==> config.mk <==
export PLATFORM = sky130hd
export DESIGN_NAME = midi_running_status_assembler
export DESIGN_NICKNAME = d
export VERILOG_FILES = /design/src/rtl/mrsa_pkg.sv /design/src/rtl/mrsa_step.sv /design/src/rtl/midi_running_status_assembler.sv
export SDC_FILE = /design/constraint.sdc
export NUM_CORES = 1
export LEC_CHECK = 0
export ABC_CLOCK_PERIOD_IN_PS = 4100
export BUFFER_PORTS_ARGS = -buffer_cell sky130_fd_sc_hd__buf_4
export CAP_MARGIN = 40
export CORE_UTILIZATION = 35
export CTS_BUF_LIST = sky130_fd_sc_hd__clkbuf_16
export CTS_CLUSTER_DIAMETER = 120
export CTS_CLUSTER_SIZE = 10
export DETAILED_ROUTE_END_ITERATION = 8
export PLACE_DENSITY = 0.49
export SYNTH_ARGS = -nofsm -noshare
export SYNTH_HDL_FRONTEND = slang
export SYNTH_SLANG_ARGS = --single-unit
==> constraint.sdc <==
create_clock -name clk_i -period 4.1 [get_ports clk_i]
set_clock_uncertainty 0.05 [all_clocks]
set_input_delay 0.615 -clock clk_i [delete_from_list [all_inputs] [get_ports clk_i]]
set_output_delay 0.615 -clock clk_i [all_outputs]
set_load 0.01 [all_outputs]
==> src/rtl/mrsa_pkg.sv <==
package mrsa_pkg;

  localparam logic [7:0] RealtimeBase = 8'hF8;
  localparam logic [7:0] SysexStart   = 8'hF0;
  localparam logic [7:0] SysexEnd     = 8'hF7;
  localparam logic [7:0] TuneRequest  = 8'hF6;
  localparam logic [7:0] StatusBit    = 8'h80;
  localparam logic [15:0] DropMax     = 16'hFFFF;

  typedef struct packed {
    logic        in_sysex;
    logic [7:0]  running_status;
    logic [7:0]  held_status;
    logic [6:0]  held_first_data;
    logic [1:0]  collected_count;
    logic [1:0]  needed_count;
    logic [15:0] dropped_counter;
  } state_t;

  typedef struct packed {
    logic        msg_valid;
    logic [1:0]  msg_length;
    logic [7:0]  status_byte;
    logic [6:0]  first_data;
    logic [6:0]  second_data;
    logic        byte_dropped;
    logic [15:0] dropped_total;
  } result_t;

  function automatic logic [1:0] msg_len(input logic [7:0] s);
    logic [1:0] n;
    n = 2'd0;
    if (s >= RealtimeBase) begin
      n = 2'd1;
    end else if (s < StatusBit) begin
      n = 2'd0;
    end else if (s < SysexStart) begin
      n = (s[7:4] == 4'hC || s[7:4] == 4'hD) ? 2'd2 : 2'd3;
    end else begin
      case (s)
        8'hF1, 8'hF3: n = 2'd2;
        8'hF2:        n = 2'd3;
        TuneRequest:  n = 2'd1;
        default:      n = 2'd0;
      endcase
    end
    return n;
  endfunction

endpackage

==> src/rtl/mrsa_step.sv <==
module mrsa_step (
  input  mrsa_pkg::state_t   state_i,
  input  logic [7:0]         data_byte_i,
  output mrsa_pkg::state_t   state_o,
  output mrsa_pkg::result_t  result_o
);

  logic [1:0] n;
  logic       check;
  logic [1:0] coll;
  logic [1:0] need;
  mrsa_pkg::state_t  s;
  mrsa_pkg::result_t r;

  assign n = mrsa_pkg::msg_len(data_byte_i);

  always_comb begin
    s     = state_i;
    r     = '0;
    check = 1'b1;
    coll  = 2'd0;
    need  = 2'd0;
    if (data_byte_i >= mrsa_pkg::RealtimeBase) begin
      r.msg_valid   = 1'b1;
      r.msg_length  = 2'd1;
      r.status_byte = data_byte_i;
    end else if (state_i.in_sysex) begin
      if (data_byte_i == mrsa_pkg::SysexEnd) begin
        s.in_sysex = 1'b0;
      end
    end else if (data_byte_i[7]) begin
      s.collected_count = 2'd0;
      s.needed_count    = 2'd0;
      if (data_byte_i == mrsa_pkg::SysexStart) begin
        s.in_sysex       = 1'b1;
        s.running_status = 8'h00;
      end else if (n == 2'd0) begin
        if (data_byte_i >= mrsa_pkg::SysexStart) begin
          s.running_status = 8'h00;
        end
      end else begin
        s.running_status = (data_byte_i < mrsa_pkg::SysexStart) ? data_byte_i : 8'h00;
        if (n == 2'd1) begin
          r.msg_valid   = 1'b1;
          r.msg_length  = 2'd1;
          r.status_byte = data_byte_i;
        end else begin
          s.held_status     = data_byte_i;
          s.collected_count = 2'd1;
          s.needed_count    = n;
        end
      end
    end else begin
      case (state_i.collected_count)
        2'd0: begin
          if (state_i.running_status == 8'h00) begin
            check = 1'b0;
          end else begin
            s.held_status     = state_i.running_status;
            s.held_first_data = data_byte_i[6:0];
            s.collected_count = 2'd2;
            s.needed_count    = mrsa_pkg::msg_len(state_i.running_status);
          end
        end
        2'd1: begin
          s.held_first_data = data_byte_i[6:0];
          s.collected_count = 2'd2;
        end
        2'd2: begin
          s.collected_count = 2'd3;
        end
        default: begin
          s.collected_count = 2'd0;
          s.needed_count    = 2'd0;
          check             = 1'b0;
        end
      endcase
      if (!check) begin
        r.byte_dropped = 1'b1;
        if (state_i.dropped_counter != mrsa_pkg::DropMax) begin
          s.dropped_counter = state_i.dropped_counter + 16'd1;
        end
      end
      coll = s.collected_count;
      need = s.needed_count;
      if (check && need != 2'd0 && coll >= need) begin
        r.msg_valid   = 1'b1;
        r.msg_length  = coll;
        r.status_byte = s.held_status;
        if (coll == 2'd2) begin
          r.first_data = data_byte_i[6:0];
        end else begin
          r.first_data  = s.held_first_data;
          r.second_data = data_byte_i[6:0];
        end
        s.collected_count = 2'd0;
        s.needed_count    = 2'd0;
      end
    end
    r.dropped_total = s.dropped_counter;
    state_o  = s;
    result_o = r;
  end

endmodule

==> src/rtl/midi_running_status_assembler.sv <==
// A byte accepted into the input register is decoded combinationally, and its result is
// captured in the output register when that register is not stalled.
// Throughput: one byte per cycle while the output is not stalled. While a result is stalled in the output register,
// the input register takes one more byte and then stalls.
// Reset: rst_ni clears the parser state, the drop counter and both valid flags
// at once, asynchronously.
module midi_running_status_assembler (
  input  logic        clk_i,
  input  logic        rst_ni,
  input  logic        in_valid_i,
  output logic        in_stall_o,
  input  logic [7:0]  data_byte_i,
  output logic        out_valid_o,
  input  logic        out_stall_i,
  output logic        msg_valid_o,
  output logic [1:0]  msg_length_o,
  output logic [7:0]  status_byte_o,
  output logic [6:0]  first_data_o,
  output logic [6:0]  second_data_o,
  output logic        byte_dropped_o,
  output logic [15:0] dropped_total_o
);

  logic              in_valid_q;
  logic [7:0]        byte_q;
  logic              out_valid_q;
  logic              advance;
  mrsa_pkg::state_t  state_q;
  mrsa_pkg::state_t  state_d;
  mrsa_pkg::result_t result_q;
  mrsa_pkg::result_t result_d;

  assign advance    = !out_valid_q || !out_stall_i;
  assign in_stall_o = in_valid_q && !advance;

  mrsa_step u_step (
    .state_i     (state_q),
    .data_byte_i (byte_q),
    .state_o     (state_d),
    .result_o    (result_d)
  );

  always_ff @(posedge clk_i or negedge rst_ni) begin
    if (!rst_ni) begin
      in_valid_q <= 1'b0;
    end else if (!in_stall_o) begin
      in_valid_q <= in_valid_i;
    end
  end

  always_ff @(posedge clk_i) begin
    if (!in_stall_o && in_valid_i) begin
      byte_q <= data_byte_i;
    end
  end

  always_ff @(posedge clk_i or negedge rst_ni) begin
    if (!rst_ni) begin
      out_valid_q <= 1'b0;
      state_q     <= '0;
    end else if (advance) begin
      out_valid_q <= in_valid_q;
      if (in_valid_q) begin
        state_q <= state_d;
      end
    end
  end

  always_ff @(posedge clk_i) begin
    if (advance && in_valid_q) begin
      result_q <= result_d;
    end
  end

  assign out_valid_o     = out_valid_q;
  assign msg_valid_o     = result_q.msg_valid;
  assign msg_length_o    = result_q.msg_length;
  assign status_byte_o   = result_q.status_byte;
  assign first_data_o    = result_q.first_data;
  assign second_data_o   = result_q.second_data;
  assign byte_dropped_o  = result_q.byte_dropped;
  assign dropped_total_o = result_q.dropped_total;

  a_stall_cause: assert property (@(posedge clk_i) disable iff (!rst_ni)
    in_stall_o |-> (out_valid_o && out_stall_i))
    else $error("input stalled without a waiting result");

  a_msg_len: assert property (@(posedge clk_i) disable iff (!rst_ni)
    (out_valid_o && msg_valid_o) |-> (msg_length_o != 2'd0))
    else $error("completed message has zero length");

  a_drop_excl: assert property (@(posedge clk_i) disable iff (!rst_ni)
    (out_valid_o && byte_dropped_o) |-> !msg_valid_o)
    else $error("dropped byte also completed a message");

  a_count_mono: assert property (@(posedge clk_i) disable iff (!rst_ni)
    state_q.dropped_counter >= $past(state_q.dropped_counter))
    else $error("drop counter decreased");

endmodule
== After elaboration in Yosys (flattened, before gate mapping) ==
Cells that the tools add are included.

* Bits of input ports: 12
* Latch bits: 0
* Memory bits (read-only): 0
* Logic and storage cells: 145
* Memories kept: 0
* Register bits after elaboration: 96
* Bits in writable memories: 0

* $add $sub $neg: 1
* Bitwise gates (word level): 4
* Reductions and logical operators: 29
* Shift-type cells: 0
* Div/mod/pow operators: 0
* $mul: 0
* $lt $le $gt $ge: 8
* Mux-type cells: 62
* Equality and inequality tests: 23

{| class="wikitable"
|+ Operator list
! cell !! number
|-
| $eq A8 B8 Y1 const B || 10
|-
| $mux W16 || 5
|-
| $mux W8 || 10
|-
| $mux W19 || 4
|-
| $mux W11 || 4
|-
| $lt A8 B8 Y1 const B || 4
|-
| $mux W26 || 1
|-
| $mux W25 || 1
|-
| $ge A8 B8 Y1 const B || 3
|-
| $mux W2 || 12
|-
| $pmux W2 S3 || 3
|-
| $add A16 B1 Y16 const B || 1
|-
| $eq A4 B4 Y1 const B || 4
|-
| $mux W4 || 4
|-
| $ne A16 B16 Y1 const B || 1
|-
| $mux W15 || 1
|-
| $mux W7 || 2
|-
| $pmux W7 S2 || 1
|-
| $mux W1 || 10
|-
| $mux W9 || 1
|-
| $logic_not A8 Y1 || 1
|-
| $reduce_or A2 Y1 || 4
|-
| $reduce_and A7 Y1 || 1
|-
| $ne A2 B2 Y1 const B || 3
|-
| other kinds (21) || 36
|}

== Depth between registers and ports, before layout ==
Gate-level depths: netlist of the first run.

* Depth after elaboration: 21
* Mapped depth: 13
* Depth with buffers taken out: 11

== Cells and area by module ==
A second synthesis of the first run with hierarchy kept.

* Cells, all modules: 443
* Area, all modules: 5242.5 µm²

{| class="wikitable"
|+ By module, submodules not included
! module !! cells an instance !! times used !! area each (µm²)
|-
| midi_running_status_assembler || 151 || 1 || 3427.0
|-
| mrsa_step || 292 || 1 || 1815.5
|}

== Worst setup path before layout of the first run ==
OpenSTA, ideal clock, no wires.

* Kind: flip-flop to flip-flop
* Start point: register state_q[35] in the netlist's numbering
* End point: register result_q (netlist bit status_byte_o[4]) (data pin)
* Arrival: 2533 ps
* Cell stages (with the launch flop): 12
* Path slack: 1236 ps
* Library setup time: 280 ps
* Cells stage by stage: dfrtp_1 > nor4_4 > and2_1 > a22o_1 > a22oi_1 > or2_2 > ha_1 > a21oi_1 > a211oi_2 > o211ai_1 > clkbuf_1 > o211ai_1

{| class="wikitable"
|+ RTL lines
! item !! line !! text
|-
| start: declaration || midi_running_status_assembler.sv:28 || <nowiki>mrsa_pkg::state_t state_q;</nowiki>
|-
| start signal: assignment || midi_running_status_assembler.sv:64 || <nowiki>state_q <= state_d;</nowiki>
|-
| end signal: assignment || midi_running_status_assembler.sv:71 || <nowiki>result_q <= result_d;</nowiki>
|-
| end: declaration || midi_running_status_assembler.sv:30 || <nowiki>mrsa_pkg::result_t result_q;</nowiki>
|}

== Worst setup path in the final report of the first run ==
* Start point: register state_q[19] in the netlist's numbering
* End point: register state_q[18] in the netlist's numbering

* Word-level cells in the longest chain between the ends: 12

{| class="wikitable"
|+ RTL lines
! item !! line !! text
|-
| $mux W19 || mrsa_step.sv:56 || <nowiki>if (state_i.running_status == 8'h00) begin</nowiki>
|-
| $mux W19 || mrsa_step.sv:31 || <nowiki>end else if (data_byte_i[7]) begin</nowiki>
|-
| $mux W19 || mrsa_step.sv:27 || <nowiki>end else if (state_i.in_sysex) begin</nowiki>
|-
| $mux W19 || mrsa_step.sv:23 || <nowiki>if (data_byte_i >= mrsa_pkg::RealtimeBase) begin</nowiki>
|-
| $pmux W2 S3 || mrsa_step.sv:54 || <nowiki>case (state_i.collected_count)</nowiki>
|-
| $mux W2 || mrsa_step.sv:31 ||
|-
| $mux W2 || mrsa_step.sv:27 ||
|-
| $mux W2 || mrsa_step.sv:23 ||
|-
| $ge A2 B2 Y1 || mrsa_step.sv:86 || <nowiki>if (check && need != 2'd0 && coll >= need) begin</nowiki>
|-
| $logic_and A1 B1 Y1 || mrsa_step.sv:86 ||
|-
| $mux W4 * || mrsa_step.sv:86 ||
|-
| $mux W4 * || mrsa_step.sv:31 ||
|}

Mark *: on every way between the ends. The rest lies on a longest branch, timed or not. The select of a mux whose other input is x is not followed.
A chain may end at the register's enable or synchronous reset.

==> results of run 1 <==
## synth_stat cells (2+ instances only)
master / instances / area [sq um]
buf_1: 4 / 15.0
nor2b_1: 2 / 12.5
nor4_4: 4 / 85.1
a211oi_1: 4 / 30.0
o21ai_1: 3 / 15.0
nand3_1: 12 / 60.1
and3_1: 7 / 43.8
a221o_1: 2 / 20.0
o22ai_1: 2 / 12.5
clkbuf_1: 16 / 60.1
or2_2: 4 / 25.0
xor2_1: 6 / 52.6
a21oi_1: 23 / 115
nand4_1: 7 / 43.8
nor3_1: 10 / 50.1
mux2_2: 7 / 78.8
a22o_1: 3 / 26.3
xnor2_1: 16 / 140
and2_1: 3 / 18.8
a22oi_1: 14 / 105
or3_1: 2 / 12.5
buf_2: 4 / 20.0
ha_1: 7 / 87.6
o31ai_1: 3 / 22.5
nand2b_1: 2 / 12.5
nand2_1: 41 / 154
a222oi_1: 5 / 50.1
a31oi_1: 4 / 25.0
dfrtp_1: 46 / 1150
o211ai_1: 7 / 52.6
nor3_2: 3 / 30.0
inv_1: 19 / 71.3
nor2_1: 51 / 191
edfxtp_1: 50 / 1500
o21ai_0: 13 / 65.1
a21o_1: 4 / 30.0
## power by group
group / switching (W) / internal (W)
clock network: 0.000355 / 0.000467
logic: 0.000520 / 0.000350
registers: 0.000170 / 0.00116
## placed cells by master, fill, tap and decap left out, types with 2 or more instances in the layout
cell type,n
o21ai_1,3
o22ai_1,2
clkbuf_16,9
dfrtp_1,46
nand3_1,12
o21ai_0,13
ha_1,7
buf_4,58
nor4_4,4
a22oi_1,14
a31oi_1,4
nor2b_1,2
o211ai_1,7
nand2b_1,2
a22o_1,3
clkinv_1,3
or2_2,4
a21oi_1,23
a21o_1,4
inv_1,19
a211oi_1,4
and3_1,7
xnor2_1,16
a221o_1,2
o31ai_1,3
nand2_1,41
edfxtp_1,50
a222oi_1,5
and2_1,3
nor3_2,3
or3_1,2
nor2_1,51
nand4_1,7
xor2_1,6
nor3_1,10
mux2_2,7
## critical path: cells and delay by family, from the launching register on
kind | cells | cell delay (ns)
buffers and inverters | 3 | 0.50
AOI/OAI and AO/OA | 6 | 1.59
DFF | 1 | 0.42
adders and majority gates | 2 | 0.49
## kinds of logic after synthesis
| group | Yosys count | synth area share (%) |
|---|---|---|
| xor gates and xnor gates | 22 | 4.07 |
| AOI/OAI and AO/OA | 104 | 15.5 |
| buffers and inverters | 44 | 3.75 |
| adders and majority gates | 7 | 1.85 |
| and+or+nand+nor | 155 | 16.9 |
| muxes | 8 | 1.88 |
| DFF | 96 | 56.0 |
## per-layer routing
metal,wire (microns),GRT usage (%),up-vias
li1,-,-,1682
met3,539,3.91,24
met2,5360,26.5,106
met4,300,7.61,0
met1,5090,22.1,1707
met5,0,0,-
## per-stage QoR
stage | power [W] | hold WS (ns)
2_1_floorplan | 0.00194 | 0.269
3_3_place_gp | 0.00221 | 0.408
3_5_place_dp | 0.00221 | 0.419
4_1_cts | 0.00304 | 0.265
5_1_grt | 0.00320 | 0.282
6_report | 0.00303 | 0.233
## registers in the layout (all words and copies together) (netlist names)
register and count:
in_valid_q 1, state_q 44, status_byte_o 8, second_data_o 7, byte_dropped_o 1, msg_length_o 2, msg_valid_o 1, out_valid_o 1
byte_q 8, first_data_o 7, dropped_total_o 16
## final cells by class
cell class / count / area (sq um)
inverter: 19 / 71.3
sequential: 96 / 2650
multi-input combinational: 296 / 1900
timing repair buffer: 60 / 452
clock buffer: 9 / 225
tap: 176 / 220
fill: 1293 / 7650
clock inverter: 7 / 62.6
## worst paths after layout
check,to,slack (ns),cells after the start
min in group clk_i,byte_q[6]$_DFFE_PP_,0.39,1
min reg2reg,out_valid_o$_DFFE_PN0N_,0.43,1
max,state_q[18]$_DFFE_PN0P_,0.92,11
max reg2reg,state_q[18]$_DFFE_PN0P_,0.92,11
max in group asynchronous,state_q[22]$_DFFE_PN0P_,3.33,1
min,state_q[4]$_DFFE_PN0P_,0.23,1
==> flow_metrics.env, run 1 <==
export IMPL_status="finished clean"
export IMPL_tns_ns=0
export IMPL_io_pins=56
export IMPL_final_cells=663
export IMPL_hold_path_class="input pin to async pin"
export IMPL_rows=42
export IMPL_postSynthCellCount=436
export IMPL_synth_edf_count=50
export IMPL_track_usage_pct=16.9
export IMPL_slew_violations=0
export IMPL_dieHeight_microns=118
export IMPL_wire_per_inst_microns=17.0
export IMPL_power_density_nw_per_um2=541
export IMPL_core_area_sq_um=13200
export IMPL_r2r_start="state_q[19]$_DFFE_PN0P_"
export IMPL_rsz0062_at_grt="false"
export IMPL_final_nets=501
export IMPL_areaGrowthSynthToFinish_pct=18.0
export IMPL_postLayoutCoreUtil_pct=42.2
export IMPL_worst_slack_ns=0.915
export IMPL_gp_congestion=0.857
export IMPL_required_ns=4.28
export IMPL_die_w_microns=118
export IMPL_p_leak_nw=2.27
export IMPL_worstPathArrival_ns=3.36
export IMPL_post_place_ws_ns=0.954
export IMPL_portBuffers=55
export IMPL_ctsResizeCount=0
export IMPL_drv_cap=0
export IMPL_hold_viol=0
export IMPL_worstSetupStartpointType="register"
export IMPL_cts_tree="done"
export IMPL_period_share_pct=77.7
export IMPL_syn_area_sq_um=4730
export IMPL_dieArea_sq_um=14000
export IMPL_finalSetupViolCount=0
export IMPL_end_kind="register"
export IMPL_clkLatencyLatePin_ns=0.35
export IMPL_final_antenna_net_count=0
export IMPL_cp_startpoint="state_q[19]$_DFFE_PN0P_"
export IMPL_postCtsSetupRepairBufs=0
export IMPL_num_antenna_cells=0
export IMPL_slew_headroom_pct=40.4
export IMPL_clock_root_buffer="clkbuf_16"
export IMPL_first_pass_iters=8
export IMPL_worst_slew_pin_slew_ns=0.883
export IMPL_synthFlopType="edfxtp_1"
export IMPL_max_vdd_ir_drop_v=0.000252
export IMPL_crit_path_top_delay_cell="dfrtp_1"
export IMPL_synth_async_reset_ratio_pct=47.9
export IMPL_stdcell_area_sq_um=5590
export IMPL_clock_sinks=96
export IMPL_ctsHoldBuffers=0
export IMPL_grt_ovfl_total=0
export IMPL_path_cells="inv_1 > ha_1 > buf_4 > inv_1 > a21o_1 > a21oi_1 > ha_1 > a21oi_1 > a211oi_2 > o21ai_0 > a221o_1"
export IMPL_dp_cells=647
export IMPL_grt_pass1_wl_mm=18.1
export IMPL_routed_via_density=5.31
export IMPL_yosysUniqueCellTypes=62
export IMPL_grt_pass1_vias=3387
export IMPL_fmax_mhz=314
export IMPL_routed_wl_mm=11.3
export IMPL_grt_max_degree=47
export IMPL_critPathMaxStageDelay_ns=0.42
export IMPL_path_class="register to register"
export IMPL_post_dp_hpwl_mm=8.05
export IMPL_clk_path_buf_depth=2
export IMPL_critPathMaxFanout=17
export IMPL_path_clk_slew_ns=0.06
export IMPL_min_period_ns=3.18
export IMPL_postSynthAreaPerCell_sq_um=10.9
export IMPL_syn_nets=455
export IMPL_vias=3519
export IMPL_drc_errors=0
export IMPL_cts_htree_levels=3
export IMPL_ys_warn_count=0
export IMPL_placed_area_sq_um=5300
export IMPL_start_util_pct=35.8
export IMPL_drt_iter0_drc=286
export IMPL_drive_above_1_share_pct=19.7
export IMPL_synth_seq_area_share_pct=56.0
export IMPL_ys_ff_latch=96
export IMPL_numCtsBuffers=9
export IMPL_antenna_found_initial=0
(Power assumes the default switching activity.)
==> run 2, diff against run 1 <==
--- a/config.mk
+++ b/config.mk
@@ -5,7 +5,7 @@
 export SDC_FILE = /design/constraint.sdc
 export NUM_CORES = 1
 export LEC_CHECK = 0
-export ABC_CLOCK_PERIOD_IN_PS = 4100
+export ABC_CLOCK_PERIOD_IN_PS = 3100
 export BUFFER_PORTS_ARGS = -buffer_cell sky130_fd_sc_hd__buf_4
 export CAP_MARGIN = 40
 export CORE_UTILIZATION = 35
==> constraint.sdc (replaced) <==
create_clock -name clk_i -period 3.1 [get_ports clk_i]
set_clock_uncertainty 0.05 [all_clocks]
set_input_delay 0.465 -clock clk_i [delete_from_list [all_inputs] [get_ports clk_i]]
set_output_delay 0.465 -clock clk_i [all_outputs]
set_load 0.01 [all_outputs]
==> run 2 against run 1 <==
Net effect: via count rose by 3.5%; critical path depth is the same; count of clock-buffer cells in the layout unchanged; global-route usage up 0.78 points; non-clock buffer count is 20 higher; sequential power grew 30%; utilization is 1.1 points higher; sequential share of layout area is 1.2 points lower; clock power up 31%; combinational power is 46% higher; wire length rose by 4.8%; critical path type unchanged; critical endpoint is now status_byte_o[4]$_DFFE_PP_; largest cell class unchanged; largest power group unchanged; highest routed layer unchanged.
==> flow_metrics.env, run 2 (same netlist as run 1, synthesis figures left out) <==
export IMPL_status="finished clean"
export IMPL_tns_ns=0
export IMPL_numCtsBuffers=9
export IMPL_power_density_nw_per_um2=713
export IMPL_grt_ovfl_total=0
export IMPL_rsz0062_at_grt="false"
export IMPL_drv_cap=0
export IMPL_period_share_pct=93.7
export IMPL_dieHeight_microns=118
export IMPL_cp_startpoint="state_q[39]$_DFFE_PN0P_"
export IMPL_post_dp_hpwl_mm=8.41
export IMPL_slew_headroom_pct=55.7
export IMPL_required_ns=3.24
export IMPL_worst_slew_pin_slew_ns=0.660
export IMPL_final_nets=521
export IMPL_fmax_mhz=344
export IMPL_gp_congestion=0.917
export IMPL_routed_wl_mm=11.8
export IMPL_track_usage_pct=17.7
export IMPL_cts_tree="done"
export IMPL_max_vdd_ir_drop_v=0.000310
export IMPL_timing_rr_end="status_byte_o[4]$_DFFE_PP_"
export IMPL_clock_sinks=96
export IMPL_areaGrowthSynthToFinish_pct=21.0
export IMPL_grt_pass1_wl_mm=19.0
export IMPL_finalSetupViolCount=0
export IMPL_wire_per_inst_microns=17.3
export IMPL_largest_register_ffs=44
export IMPL_core_area_sq_um=13200
export IMPL_start_util_pct=35.8
export IMPL_clock_root_buffer="clkbuf_16"
export IMPL_drt_iter0_drc=392
export IMPL_ctsHoldBuffers=0
export IMPL_first_pass_iters=5
export IMPL_drc_errors=0
export IMPL_worstPathArrival_ns=3.04
export IMPL_critPathMaxFanout=21
export IMPL_hold_viol=0
export IMPL_routed_via_density=5.33
export IMPL_antenna_found_initial=0
export IMPL_vias=3641
export IMPL_slew_violations=0
export IMPL_r2r_start="state_q[39]$_DFFE_PN0P_"
export IMPL_worstSetupStartpointType="register"
export IMPL_postCtsSetupRepairBufs=0
export IMPL_reg2reg_depth=11
export IMPL_final_common_cell="buf_4"
export IMPL_crit_end="status_byte_o[4]$_DFFE_PP_"
export IMPL_power_total_w=0.00408
export IMPL_rows=42
export IMPL_ff2ff_setup_slack_ns=0.20
export IMPL_path_class="register to register"
export IMPL_final_antenna_net_count=0
export IMPL_cts_htree_levels=3
export IMPL_hold_path_class="input pin to async pin"
export IMPL_largest_register="state_q"
export IMPL_portBuffers=55
export IMPL_path_clk_slew_ns=0.07
export IMPL_grt_max_degree=47
export IMPL_grt_pass1_vias=3538
export IMPL_min_period_ns=2.90
export IMPL_clkLatencyLatePin_ns=0.35
export IMPL_p_leak_nw=2.37
export IMPL_end_kind="register"
export IMPL_mostFrequentLayoutCells="buf_4, nor2_1, edfxtp_1"
export IMPL_clk_path_buf_depth=2
export IMPL_io_pins=56
export IMPL_ctsResizeCount=0
export IMPL_die_w_microns=118
export IMPL_dieArea_sq_um=14000
export IMPL_drive_above_1_share_pct=22.3
export IMPL_num_antenna_cells=0
## run 2: worst min-delay path by stage
stage	slack, ns	start	to	cells after the start
global placement	0.41	in_valid_q$_DFFE_PN0N_	out_valid_o$_DFFE_PN0N_	1
detailed placement	0.42	in_valid_q$_DFFE_PN0N_	out_valid_o$_DFFE_PN0N_	1
global route	0.15	rst_ni	state_q[1]$_DFFE_PN0P_	1
finish	0.09	rst_ni	state_q[0]$_DFFE_PN0P_	1
floorplan	0.12	rst_ni	in_valid_q$_DFFE_PN0N_	0
CTS	0.10	rst_ni	state_q[15]$_DFFE_PN0P_	1
## run 2: final cells by class
| class | instances | area, sq um |
|---|---|---|
| clock buffers | 9 | 225 |
| clock inverters | 7 | 57.6 |
| fillers | 1272 | 7510 |
| inverters | 19 | 71.3 |
| multi-input cells | 296 | 1900 |
| flip-flops and latches | 96 | 2650 |
| well taps | 176 | 220 |
| repair buffers | 80 | 597 |
## run 2: metal layers
| metal | track usage [%] | vias to the layer above | wire, microns |
|---|---|---|---|
| li1 | - | 1727 | - |
| met1 | 23.3 | 1753 | 5360 |
| met2 | 28.1 | 137 | 5510 |
| met3 | 3.86 | 24 | 687 |
| met4 | 7.13 | 0 | 260 |
| met5 | 0 | - | 0 |
## run 2: critical path, cell delays in order, from the launching register on
cell and delay, ns:
dfrtp_1 0.46, nor4_4 0.31, and2_1 0.18, a22o_1 0.14, a22oi_1 0.08, or2_2 0.30
ha_1 0.28, a21oi_1 0.07, a211oi_2 0.29, o211ai_1 0.14, buf_4 0.22, o211ai_1 0.21
## run 2: where the power goes
group | internal (W) | switching [W] | total, W
registers | 0.00154 | 0.000191 | 0.00173
logic | 0.000520 | 0.000753 | 0.00127
clock network | 0.000613 | 0.000466 | 0.00108
## run 2: stage by stage
stage / util [%] / hold slack (ns) / instance area, sq um / setup slack, ns / cells
3_3_place_gp: 41.1 / 0.411 / 5440 / 0.203 / 666
5_1_grt: 43.3 / 0.147 / 5730 / 0.00162 / 683
4_1_cts: 43.3 / 0.104 / 5730 / 0.0982 / 683
6_report: 43.3 / 0.0923 / 5730 / 0.195 / 683
3_5_place_dp: 41.1 / 0.422 / 5450 / 0.126 / 667
2_1_floorplan: - / 0.119 / 4730 / 0.236 / 436
